--- src/rtl/core/ssfb_pkg.sv ---
// Shared types and constants of the SPI target frame buffer.
`default_nettype none

package ssfb_pkg;

  localparam int FRAME_MAX_DEF = 64;
  localparam int LEN_PORT_W    = 7;
  localparam int APB_AW        = 3;
  localparam int APB_DW        = 32;

  localparam logic REG_IRQ_LEVEL = 1'b0;

  typedef enum logic [1:0] {
    CMD_STATUS = 2'd0,
    CMD_LOAD   = 2'd1,
    CMD_READ   = 2'd2,
    CMD_NONE   = 2'd3
  } cmd_t;

  typedef enum logic [1:0] {
    MODE_IDLE      = 2'd0,
    MODE_RECEIVING = 2'd1,
    MODE_SENDING   = 2'd2
  } mode_t;

  typedef enum logic [3:0] {
    ST_IDLE,
    ST_TX,
    ST_TX_WAIT,
    ST_RX,
    ST_REL,
    ST_LOAD,
    ST_ARM_RD,
    ST_ARM_WAIT,
    ST_RD_ISSUE,
    ST_RD_WAIT,
    ST_EMIT
  } ctrl_state_t;

  typedef struct packed {
    logic wr_en;
    logic rd_en;
  } mem_ctl_t;

endpackage

`default_nettype wire

--- src/rtl/core/ssfb_resp_store.sv ---
// Response byte memory with per-entry valid bits that read as zero until written.
`default_nettype none

module ssfb_resp_store
  import ssfb_pkg::*;
#(
  parameter int FRAME_MAX = FRAME_MAX_DEF,
  localparam int IDX_W = $clog2(FRAME_MAX),
  localparam int LEN_W = $clog2(FRAME_MAX + 1)
) (
  input  wire logic             clk,
  input  wire logic             rst,
  input  wire mem_ctl_t         ctl,
  input  wire logic             clr_en,
  input  wire logic [LEN_W-1:0] clr_len,
  input  wire logic [IDX_W-1:0] wr_addr,
  input  wire logic [7:0]       wr_data,
  input  wire logic [IDX_W-1:0] rd_addr,
  output logic      [7:0]       rd_data
);

  logic [7:0]           mem [FRAME_MAX];
  logic [FRAME_MAX-1:0] vld;

  always_ff @(posedge clk) begin
    if (ctl.wr_en) begin
      mem[wr_addr] <= wr_data;
    end
    if (ctl.rd_en) begin
      rd_data <= vld[rd_addr] ? mem[rd_addr] : 8'h00;
    end
  end

  always_ff @(posedge clk) begin
    if (rst) begin
      vld <= '0;
    end else begin
      if (clr_en) begin
        for (int i = 0; i < FRAME_MAX; i++) begin
          if (LEN_W'(i) < clr_len) begin
            vld[i] <= 1'b0;
          end
        end
      end
      if (ctl.wr_en) begin
        vld[wr_addr] <= 1'b1;
      end
    end
  end

endmodule

`default_nettype wire

--- src/rtl/core/ssfb_frame_store.sv ---
// Two-bank received frame memory: one bank fills while the other is published.
`default_nettype none

module ssfb_frame_store
  import ssfb_pkg::*;
#(
  parameter int FRAME_MAX = FRAME_MAX_DEF,
  localparam int IDX_W = $clog2(FRAME_MAX)
) (
  input  wire logic           clk,
  input  wire mem_ctl_t       ctl,
  input  wire logic [IDX_W:0] wr_addr,
  input  wire logic [7:0]     wr_data,
  input  wire logic [IDX_W:0] rd_addr,
  output logic      [7:0]     rd_data
);

  logic [7:0] mem [2**(IDX_W+1)];

  always_ff @(posedge clk) begin
    if (ctl.wr_en) begin
      mem[wr_addr] <= wr_data;
    end
    if (ctl.rd_en) begin
      rd_data <= mem[rd_addr];
    end
  end

endmodule

`default_nettype wire

--- src/rtl/core/ssfb_ctrl.sv ---
// Sequencer, link state registers and result register of the frame buffer.
`default_nettype none

module ssfb_ctrl
  import ssfb_pkg::*;
#(
  parameter int FRAME_MAX = FRAME_MAX_DEF,
  localparam int IDX_W = $clog2(FRAME_MAX),
  localparam int LEN_W = $clog2(FRAME_MAX + 1)
) (
  input  wire logic                  clk,
  input  wire logic                  rst,
  input  wire logic                  irq_level,
  input  wire logic                  item_valid,
  output logic                       item_ready,
  input  wire logic [1:0]            cmd,
  input  wire logic                  tx_ready_flag,
  input  wire logic                  rx_ready_flag,
  input  wire logic                  select_release_flag,
  input  wire logic [7:0]            rx_byte,
  input  wire logic [7:0]            load_byte,
  input  wire logic                  load_last,
  output logic                       result_valid,
  input  wire logic                  result_ready,
  output logic                       tdr_write,
  output logic [7:0]                 tdr_value,
  output logic                       tx_ready_irq_enable,
  output logic                       irq_pin,
  output logic                       frame_ready,
  output logic                       frame_byte_valid,
  output logic [7:0]                 frame_byte,
  output logic                       frame_last,
  output logic [LEN_PORT_W-1:0]      frame_length,
  output logic [1:0]                 link_mode
);

  ctrl_state_t state, state_next;

  logic             txr_q, rxr_q, rel_q, last_q;
  logic [7:0]       rxb_q, lb_q;
  logic [LEN_W-1:0] resp_len, resp_pos, load_count, work_len, cap_len, rd_idx;
  logic             armed, pending, tx_en, attention, wrote, wbank;
  mode_t            mode;
  logic [7:0]       tdr_last;

  mem_ctl_t         resp_ctl, frame_ctl;
  logic             resp_clr;
  logic [IDX_W-1:0] resp_wr_addr, resp_rd_addr;
  logic [7:0]       resp_rd_data, frame_rd_data;
  logic [IDX_W:0]   frame_wr_addr, frame_rd_addr;

  logic             out_free, emit_status, emit_byte;
  logic             accept;
  logic             can_send, rd_last, read_hit, load_fits, wr_ok, publish, finish;
  logic [LEN_W-1:0] wlen_eff, load_count_inc;

  ssfb_resp_store #(.FRAME_MAX(FRAME_MAX)) u_resp (
    .clk     (clk),
    .rst     (rst),
    .ctl     (resp_ctl),
    .clr_en  (resp_clr),
    .clr_len (resp_len),
    .wr_addr (resp_wr_addr),
    .wr_data (lb_q),
    .rd_addr (resp_rd_addr),
    .rd_data (resp_rd_data)
  );

  ssfb_frame_store #(.FRAME_MAX(FRAME_MAX)) u_frame (
    .clk     (clk),
    .ctl     (frame_ctl),
    .wr_addr (frame_wr_addr),
    .wr_data (rxb_q),
    .rd_addr (frame_rd_addr),
    .rd_data (frame_rd_data)
  );

  assign item_ready     = (state == ST_IDLE);
  assign accept         = item_valid && item_ready;
  assign out_free       = !result_valid || result_ready;
  assign can_send       = armed && (resp_pos < resp_len);
  assign rd_last        = (rd_idx + LEN_W'(1)) == cap_len;
  assign read_hit       = pending && (cap_len != '0);
  assign load_fits      = load_count < LEN_W'(FRAME_MAX);
  assign load_count_inc = load_fits ? load_count + LEN_W'(1) : load_count;
  assign wlen_eff       = (mode != MODE_RECEIVING) ? '0 : work_len;
  assign wr_ok          = wlen_eff < LEN_W'(FRAME_MAX);
  assign publish        = (mode == MODE_RECEIVING) && (work_len != '0);
  assign finish         = armed && (resp_pos >= resp_len);

  always_comb begin
    state_next = state;
    unique case (state)
      ST_IDLE: begin
        if (accept) begin
          unique case (cmd)
            CMD_STATUS: state_next = ST_TX;
            CMD_LOAD:   state_next = ST_LOAD;
            CMD_READ:   state_next = read_hit ? ST_RD_ISSUE : ST_EMIT;
            default:    state_next = ST_EMIT;
          endcase
        end
      end
      ST_TX:       state_next = (txr_q && can_send) ? ST_TX_WAIT : ST_RX;
      ST_TX_WAIT:  state_next = ST_RX;
      ST_RX:       state_next = ST_REL;
      ST_REL:      state_next = ST_EMIT;
      ST_LOAD:     state_next = last_q ? ST_ARM_RD : ST_EMIT;
      ST_ARM_RD:   state_next = ST_ARM_WAIT;
      ST_ARM_WAIT: state_next = ST_EMIT;
      ST_RD_ISSUE: state_next = ST_RD_WAIT;
      ST_RD_WAIT: begin
        if (out_free) begin
          state_next = rd_last ? ST_IDLE : ST_RD_ISSUE;
        end
      end
      ST_EMIT:     state_next = out_free ? ST_IDLE : ST_EMIT;
      default:     state_next = ST_IDLE;
    endcase
  end

  always_comb begin
    resp_ctl      = '0;
    frame_ctl     = '0;
    resp_clr      = 1'b0;
    resp_wr_addr  = load_count[IDX_W-1:0];
    resp_rd_addr  = resp_pos[IDX_W-1:0];
    frame_wr_addr = {wbank, wlen_eff[IDX_W-1:0]};
    frame_rd_addr = {~wbank, rd_idx[IDX_W-1:0]};
    emit_status   = 1'b0;
    emit_byte     = 1'b0;
    unique case (state)
      ST_TX:      resp_ctl.rd_en = txr_q && can_send;
      ST_RX:      frame_ctl.wr_en = rxr_q && !armed && wr_ok;
      ST_REL:     resp_clr = rel_q && finish;
      ST_LOAD:    resp_ctl.wr_en = load_fits;
      ST_ARM_RD: begin
        resp_ctl.rd_en = 1'b1;
        resp_rd_addr   = '0;
      end
      ST_RD_ISSUE: frame_ctl.rd_en = 1'b1;
      ST_RD_WAIT:  emit_byte = out_free;
      ST_EMIT:     emit_status = out_free;
      default: begin
      end
    endcase
  end

  always_ff @(posedge clk) begin
    if (accept) begin
      txr_q  <= tx_ready_flag;
      rxr_q  <= rx_ready_flag;
      rel_q  <= select_release_flag;
      rxb_q  <= rx_byte;
      lb_q   <= load_byte;
      last_q <= load_last;
    end
  end

  always_ff @(posedge clk) begin
    if (rst) begin
      state      <= ST_IDLE;
      resp_len   <= '0;
      resp_pos   <= '0;
      load_count <= '0;
      work_len   <= '0;
      cap_len    <= '0;
      rd_idx     <= '0;
      armed      <= 1'b0;
      pending    <= 1'b0;
      tx_en      <= 1'b0;
      attention  <= 1'b0;
      wrote      <= 1'b0;
      wbank      <= 1'b0;
      mode       <= MODE_IDLE;
      tdr_last   <= 8'h00;
    end else begin
      state <= state_next;
      unique case (state)
        ST_IDLE: begin
          if (accept) begin
            wrote  <= 1'b0;
            rd_idx <= '0;
            if (cmd == CMD_READ) begin
              pending <= 1'b0;
            end
          end
        end
        ST_TX: begin
          if (txr_q && !can_send) begin
            tx_en <= 1'b0;
          end
        end
        ST_TX_WAIT: begin
          tdr_last <= resp_rd_data;
          wrote    <= 1'b1;
          resp_pos <= resp_pos + LEN_W'(1);
        end
        ST_RX: begin
          if (rxr_q) begin
            if (armed) begin
              mode <= MODE_SENDING;
            end else begin
              mode     <= MODE_RECEIVING;
              work_len <= wr_ok ? wlen_eff + LEN_W'(1) : wlen_eff;
              tdr_last <= 8'h00;
              wrote    <= 1'b1;
            end
          end
        end
        ST_REL: begin
          if (rel_q) begin
            if (publish) begin
              cap_len  <= work_len;
              pending  <= 1'b1;
              work_len <= '0;
              wbank    <= ~wbank;
            end
            if (finish) begin
              tx_en     <= 1'b0;
              armed     <= 1'b0;
              resp_len  <= '0;
              resp_pos  <= '0;
              tdr_last  <= 8'h00;
              wrote     <= 1'b1;
              attention <= 1'b0;
            end
            mode <= MODE_IDLE;
          end
        end
        ST_LOAD: begin
          if (last_q) begin
            resp_len   <= load_count_inc;
            resp_pos   <= LEN_W'(1);
            armed      <= 1'b1;
            mode       <= MODE_SENDING;
            tx_en      <= 1'b1;
            attention  <= 1'b1;
            load_count <= '0;
          end else begin
            load_count <= load_count_inc;
          end
        end
        ST_ARM_WAIT: begin
          tdr_last <= resp_rd_data;
          wrote    <= 1'b1;
        end
        ST_RD_WAIT: begin
          if (out_free) begin
            rd_idx <= rd_idx + LEN_W'(1);
          end
        end
        default: begin
        end
      endcase
    end
  end

  always_ff @(posedge clk) begin
    if (rst) begin
      result_valid <= 1'b0;
    end else if (emit_status || emit_byte) begin
      result_valid <= 1'b1;
    end else if (result_ready) begin
      result_valid <= 1'b0;
    end
  end

  always_ff @(posedge clk) begin
    if (emit_status || emit_byte) begin
      tdr_write           <= wrote;
      tdr_value           <= tdr_last;
      tx_ready_irq_enable <= tx_en;
      irq_pin             <= attention ? irq_level : ~irq_level;
      frame_ready         <= pending;
      link_mode           <= mode;
      frame_byte_valid    <= emit_byte;
      frame_byte          <= emit_byte ? frame_rd_data : 8'h00;
      frame_last          <= emit_byte ? rd_last : 1'b1;
      frame_length        <= emit_byte ? LEN_PORT_W'(cap_len) : '0;
    end
  end

endmodule

`default_nettype wire

--- src/rtl/core/spi_slave_frame_buffer.sv ---
// Top level of the SPI target frame buffer with its configuration register.
`default_nettype none

// One transaction on the item channel is handled at a time. A status event
// passes TX, RX, REL and EMIT, with TX_WAIT after TX when a response byte is
// fetched from the response memory. A response load passes LOAD and EMIT, the
// last byte ARM_RD and ARM_WAIT in between. A frame read passes RD_ISSUE and
// RD_WAIT for each frame byte; a read with nothing pending or an unused command
// goes straight to EMIT. The frame and response memories have registered reads,
// and the status steps handle the flags in turn. The sequencer waits in EMIT or
// RD_WAIT while the consumer holds the result register. The irq_level register
// is decoded at byte addresses 0 to 3 and resets to 1.
module spi_slave_frame_buffer
  import ssfb_pkg::*;
#(
  parameter int FRAME_MAX = FRAME_MAX_DEF
) (
  input  wire logic                  clk,
  input  wire logic                  rst,
  input  wire logic                  psel,
  input  wire logic                  penable,
  input  wire logic                  pwrite,
  input  wire logic [APB_AW-1:0]     paddr,
  input  wire logic [APB_DW-1:0]     pwdata,
  output logic      [APB_DW-1:0]     prdata,
  output logic                       pready,
  input  wire logic                  item_valid,
  output logic                       item_ready,
  input  wire logic [1:0]            cmd,
  input  wire logic                  tx_ready_flag,
  input  wire logic                  rx_ready_flag,
  input  wire logic                  select_release_flag,
  input  wire logic [7:0]            rx_byte,
  input  wire logic [7:0]            load_byte,
  input  wire logic                  load_last,
  output logic                       result_valid,
  input  wire logic                  result_ready,
  output logic                       tdr_write,
  output logic [7:0]                 tdr_value,
  output logic                       tx_ready_irq_enable,
  output logic                       irq_pin,
  output logic                       frame_ready,
  output logic                       frame_byte_valid,
  output logic [7:0]                 frame_byte,
  output logic                       frame_last,
  output logic [LEN_PORT_W-1:0]      frame_length,
  output logic [1:0]                 link_mode
);

  logic irq_level;
  logic reg_sel;

  assign pready  = 1'b1;
  assign reg_sel = (paddr[APB_AW-1] == REG_IRQ_LEVEL);
  assign prdata  = reg_sel ? {{(APB_DW-1){1'b0}}, irq_level} : '0;

  always_ff @(posedge clk) begin
    if (rst) begin
      irq_level <= 1'b1;
    end else if (psel && penable && pwrite && pready && reg_sel) begin
      irq_level <= pwdata[0];
    end
  end

  ssfb_ctrl #(.FRAME_MAX(FRAME_MAX)) u_ctrl (
    .clk                 (clk),
    .rst                 (rst),
    .irq_level           (irq_level),
    .item_valid          (item_valid),
    .item_ready          (item_ready),
    .cmd                 (cmd),
    .tx_ready_flag       (tx_ready_flag),
    .rx_ready_flag       (rx_ready_flag),
    .select_release_flag (select_release_flag),
    .rx_byte             (rx_byte),
    .load_byte           (load_byte),
    .load_last           (load_last),
    .result_valid        (result_valid),
    .result_ready        (result_ready),
    .tdr_write           (tdr_write),
    .tdr_value           (tdr_value),
    .tx_ready_irq_enable (tx_ready_irq_enable),
    .irq_pin             (irq_pin),
    .frame_ready         (frame_ready),
    .frame_byte_valid    (frame_byte_valid),
    .frame_byte          (frame_byte),
    .frame_last          (frame_last),
    .frame_length        (frame_length),
    .link_mode           (link_mode)
  );

`ifndef SYNTHESIS
  a_one_at_a_time: assert property (@(posedge clk) disable iff (rst)
    item_valid && item_ready |=> !item_ready)
    else $error("item accepted while another transaction was in progress");

  a_byte_has_length: assert property (@(posedge clk) disable iff (rst)
    result_valid && frame_byte_valid |-> frame_length != '0)
    else $error("frame byte result without a frame length");

  a_status_is_last: assert property (@(posedge clk) disable iff (rst)
    result_valid && !frame_byte_valid |-> frame_last && frame_length == '0)
    else $error("status result not marked as the end of its run");

  a_read_clears_ready: assert property (@(posedge clk) disable iff (rst)
    result_valid && frame_byte_valid |-> !frame_ready)
    else $error("frame still flagged as pending while it is being read");
`endif

endmodule

`default_nettype wire
--- config.mk ---
export PLATFORM = sky130hd
export DESIGN_NAME = spi_slave_frame_buffer
export DESIGN_NICKNAME = d
export VERILOG_FILES = /design/src/rtl/core/ssfb_pkg.sv /design/src/rtl/core/ssfb_resp_store.sv /design/src/rtl/core/ssfb_frame_store.sv /design/src/rtl/core/ssfb_ctrl.sv /design/src/rtl/core/spi_slave_frame_buffer.sv
export SDC_FILE = /design/constraint.sdc
export NUM_CORES = 2
export LEC_CHECK = 0
export BUFFER_PORTS_ARGS = -buffer_cell sky130_fd_sc_hd__clkbuf_2
export CORE_ASPECT_RATIO = 1.5
export CORE_MARGIN = 8
export CORE_UTILIZATION = 55
export DETAILED_ROUTE_END_ITERATION = 7
export MAX_ROUTING_LAYER = met4
export PLACE_DENSITY = 0.74
export SLEW_MARGIN = 30
export SYNTH_ARGS = -nofsm -noshare
export SYNTH_HDL_FRONTEND = slang
export SYNTH_HIERARCHICAL = 1
export SYNTH_SLANG_ARGS = --single-unit
--- constraint.sdc ---
create_clock -name clk -period 3.2 [get_ports clk]
set_clock_uncertainty 0.1 [all_clocks]
set_input_delay 0.96 -clock clk [delete_from_list [all_inputs] [get_ports clk]]
set_output_delay 0.96 -clock clk [all_outputs]
set_load 0.01 [all_outputs]
==> flow_metrics.tcl <==
set metrics [dict create \
    status "complete, but fails checks" \
    violations "setup timing" \
    layout.nets 3971 \
    grtUsageTotal_pct 24.2 \
    syn_avg_cell_area_um2 19.7 \
    drc 0 \
    post-route-util_pct 64.1 \
    min_period_over_period_pct 101 \
    yosysSeqAreaShare_pct 74.2 \
    tightest_slew_ns 0.956 \
    drt-initial-drc-count 3541 \
    grt_max_degree 129 \
    cp.required_ns 3.62 \
    cts_sinks 1730 \
    die_x_um 304 \
    wl_per_cell_um 29.0 \
    slew_viol_final 0 \
    drt-total-wl_um 163000 \
    final.min_clock_period_ns 3.23 \
    hold_viol_final 0 \
    synth_ff_type "edfxtp_1" \
    powerDensity_mw_per_mm2 650 \
    cp-start-kind "register" \
    row_count 158 \
    coreArea_mm2 0.123 \
    power_frac_comb_pct 11.7 \
    drv_cap 0 \
    hold_class "in2reg" \
    path_class "reg2reg" \
    drt-vias-per-instance 6.26 \
    cts.htree.levels 4 \
    async_flop_share_pct 0 \
    dr.pass1.iters 5 \
    dieArea_mm2 0.136 \
    switching_share_pct 23.2 \
    ir_drop_uv 759 \
    seqPwrFrac_pct 51.6 \
    antenna_found_initial 2 \
    setup_ws_ns -0.0342 \
    cp-end-kind "register" \
    dp_hpwl_um 107000 \
    grt_pass1_wl_um 236000 \
    cts-root-buf "clkbuf_16" \
    drive_above_1_share_pct 30.1 \
    slew_headroom_pct 36.3 \
    netlist_area_mm2 0.0683 \
    fmax_ghz 0.309 \
    postSynthCellCount 3468 \
    initial_core_util_pct 55.4 \
    first_global_vias 36200 \
    postCtsHoldBufs 0 \
    arrival_ns 3.65 \
    switchingPower_mw 11.9 \
    tritoncts "yes" \
    ant_nets 0 \
    hold_ws_ns 0.267 \
    vias 35300 \
    p_leak_nw 25.1 \
    cts.clk_slew.worst_paths_ns 0.06 \
    power_mw 51.4 \
    finalSetupTns_ns -0.0903 \
    ys_ff_latch 1730 \
    die_y_um 448 \
    yosys_warnings 6 \
    clk_latency_ns 0.77 \
    clkPwrFrac_pct 36.7 \
    rsz0062_at_grt "yes" \
    ctsLongestPathBuffers 3 \
    synth-edff-count 1603 \
    cp_max_fo 8 \
    ys_types 84 \
    port_buffers 64 \
    internal_power_mw 39.5 \
    numCtsBuffers 154 \
    setup_viol 5 \
    ios 130 \
    grt-ovfl-total 0 \
    gp_congestion 0.937 \
    area_delta_synth_final_pct 15.7 \
]
==> placed cells by master (no fill, tap or decap), drive strengths merged, types with 19 or more instances in the layout <==
cell and instances:
clkinv 55, buf 391, bufinv 20, edfxtp 1603
dfxtp 127, a22oi 82, mux4 481, nor2 285
nand3 28, nand2 122, nor2b 33, and2 31
a21oi 98, nand2b 19, inv 49, o21ai 68
clkbuf 271, a31oi 19, nor3 20, conb 32
==> stage by stage <==
step | cells | area (um2) | worst slack, ns
after floorplan | 3498 | 68400 | 0.0202
after global placement | 5307 | 73300 | 0.00262
after detailed placement | 5307 | 73300 | -0.0552
after CTS | 5603 | 78600 | -0.0173
after global routing | 5629 | 79000 | -0.0423
final | 5629 | 79000 | -0.0342
==> repair_timing <==
| item | 4_1_cts | 5_1_grt |
|---|---|---|
| gates cloned | 1 | 11 |
| buffers inserted | 8 | 13 |
| setup endpoints to repair | 8 | 38 |
| resized for setup | 10 | 18 |
| pin swaps | 0 | 1 |
==> cells in the mapped netlist, types with 7 or more instances <==
cell | n | area, um2
a21oi_1 | 97 | 485
a22o_1 | 9 | 78.8
a22oi_1 | 82 | 616
a31oi_1 | 18 | 113
and2_1 | 30 | 188
buf_1 | 30 | 113
buf_2 | 44 | 220
buf_4 | 46 | 345
clkbuf_1 | 96 | 360
dfxtp_1 | 127 | 2540
edfxtp_1 | 1603 | 48100
ha_1 | 11 | 138
inv_1 | 43 | 161
mux2_2 | 10 | 113
mux2i_1 | 11 | 110
mux4_2 | 475 | 10700
nand2_1 | 122 | 458
nand2b_1 | 19 | 119
nand3_1 | 28 | 140
nand3b_1 | 7 | 52.6
nand4_1 | 8 | 50.1
nor2_1 | 284 | 1070
nor2b_1 | 32 | 200
nor3_1 | 20 | 100
o211ai_1 | 14 | 105
o21ai_0 | 65 | 325
o22ai_1 | 7 | 43.8
or3_1 | 9 | 56.3
xnor2_1 | 9 | 78.8
xor2_1 | 7 | 61.3
==> power groups by stage <==
stage	sequential [mW]	clock [mW]	combinational, mW
final	26.5	18.9	5.99
after global routing	26.5	20.0	6.38
after floorplan	27.7	0	2.71
after global placement	27.0	0	5.51
after CTS	26.5	19.2	5.83
after detailed placement	27.0	0	5.68
==> registers in the layout (all words and copies together), names as in the netlist, 2 cells and up <==
signal and flops:
u_ctrl/tdr_last 8, u_ctrl/load_count 7, u_ctrl/mode 2, u_ctrl/u_resp/rd_data 8
u_ctrl/cap_len 7, u_ctrl/frame_byte 8, u_ctrl/rd_idx 7, u_ctrl/resp_pos 7
u_ctrl/frame_length 7, u_ctrl/u_frame/rd_data 8, u_ctrl/tdr_value 8, u_ctrl/u_resp/vld 64
u_ctrl/resp_len 7, u_ctrl/state 4, u_ctrl/work_len 7, u_ctrl/link_mode 2
u_ctrl/u_resp/mem 512, u_ctrl/lb_q 8, u_ctrl/rxb_q 8, u_ctrl/u_frame/mem 1024
==> logic make-up after synthesis <==
kind of cell / synth area share [%]
multiplexers: 16.2
flip-flops: 74.2
other: 0.0110
AO/OA/AOI/OAI: 3.29
buffers and inverters: 1.84
adder cells (fa/ha/maj): 0.201
XOR/XNOR: 0.205
AND/OR/NAND/NOR: 4.06
==> path summary, 6_finish.rpt <==
kind,startpoint,slack [ns],cells after the start,to
min,load_last,0.27,1,u_ctrl/last_q
max,u_ctrl/rd_idx[0],-0.03,7,u_ctrl/u_frame/rd_data[5]
min reg2reg,u_ctrl/tdr_last[2],0.35,0,u_ctrl/tdr_value[2]
max reg2reg,u_ctrl/rd_idx[0],-0.03,7,u_ctrl/u_frame/rd_data[5]
==> routing by layer <==
metal  vias up  track usage (%)  routed length [um]
li1      15000                -                   -
met1     18400             25.5               54200
met2      1434             43.9               90200
met3       466             3.80                9360
met4         0             12.5                9430
met5         -                -                   0
==> worst max-delay path, stage by stage (launching register included) <==
cell	delay [ns]
dfxtp_4	0.40
buf_12	0.17
buf_16	0.18
buf_12	0.15
mux4_2	0.55
mux4_2	0.53
mux4_2	0.58
mux2_4	0.30
==> layout make-up <==
class	instances	area (um2)
timing repair buffer	463	4460
sequential	1730	50700
fill	8196	44300
clock inverter	88	985
tap	1600	2000
antenna	2	5.00
multi-input combinational	1504	16600
clock buffer	199	4160
inverter	43	164
No activity file was read; power rests on OpenSTA's default activity.
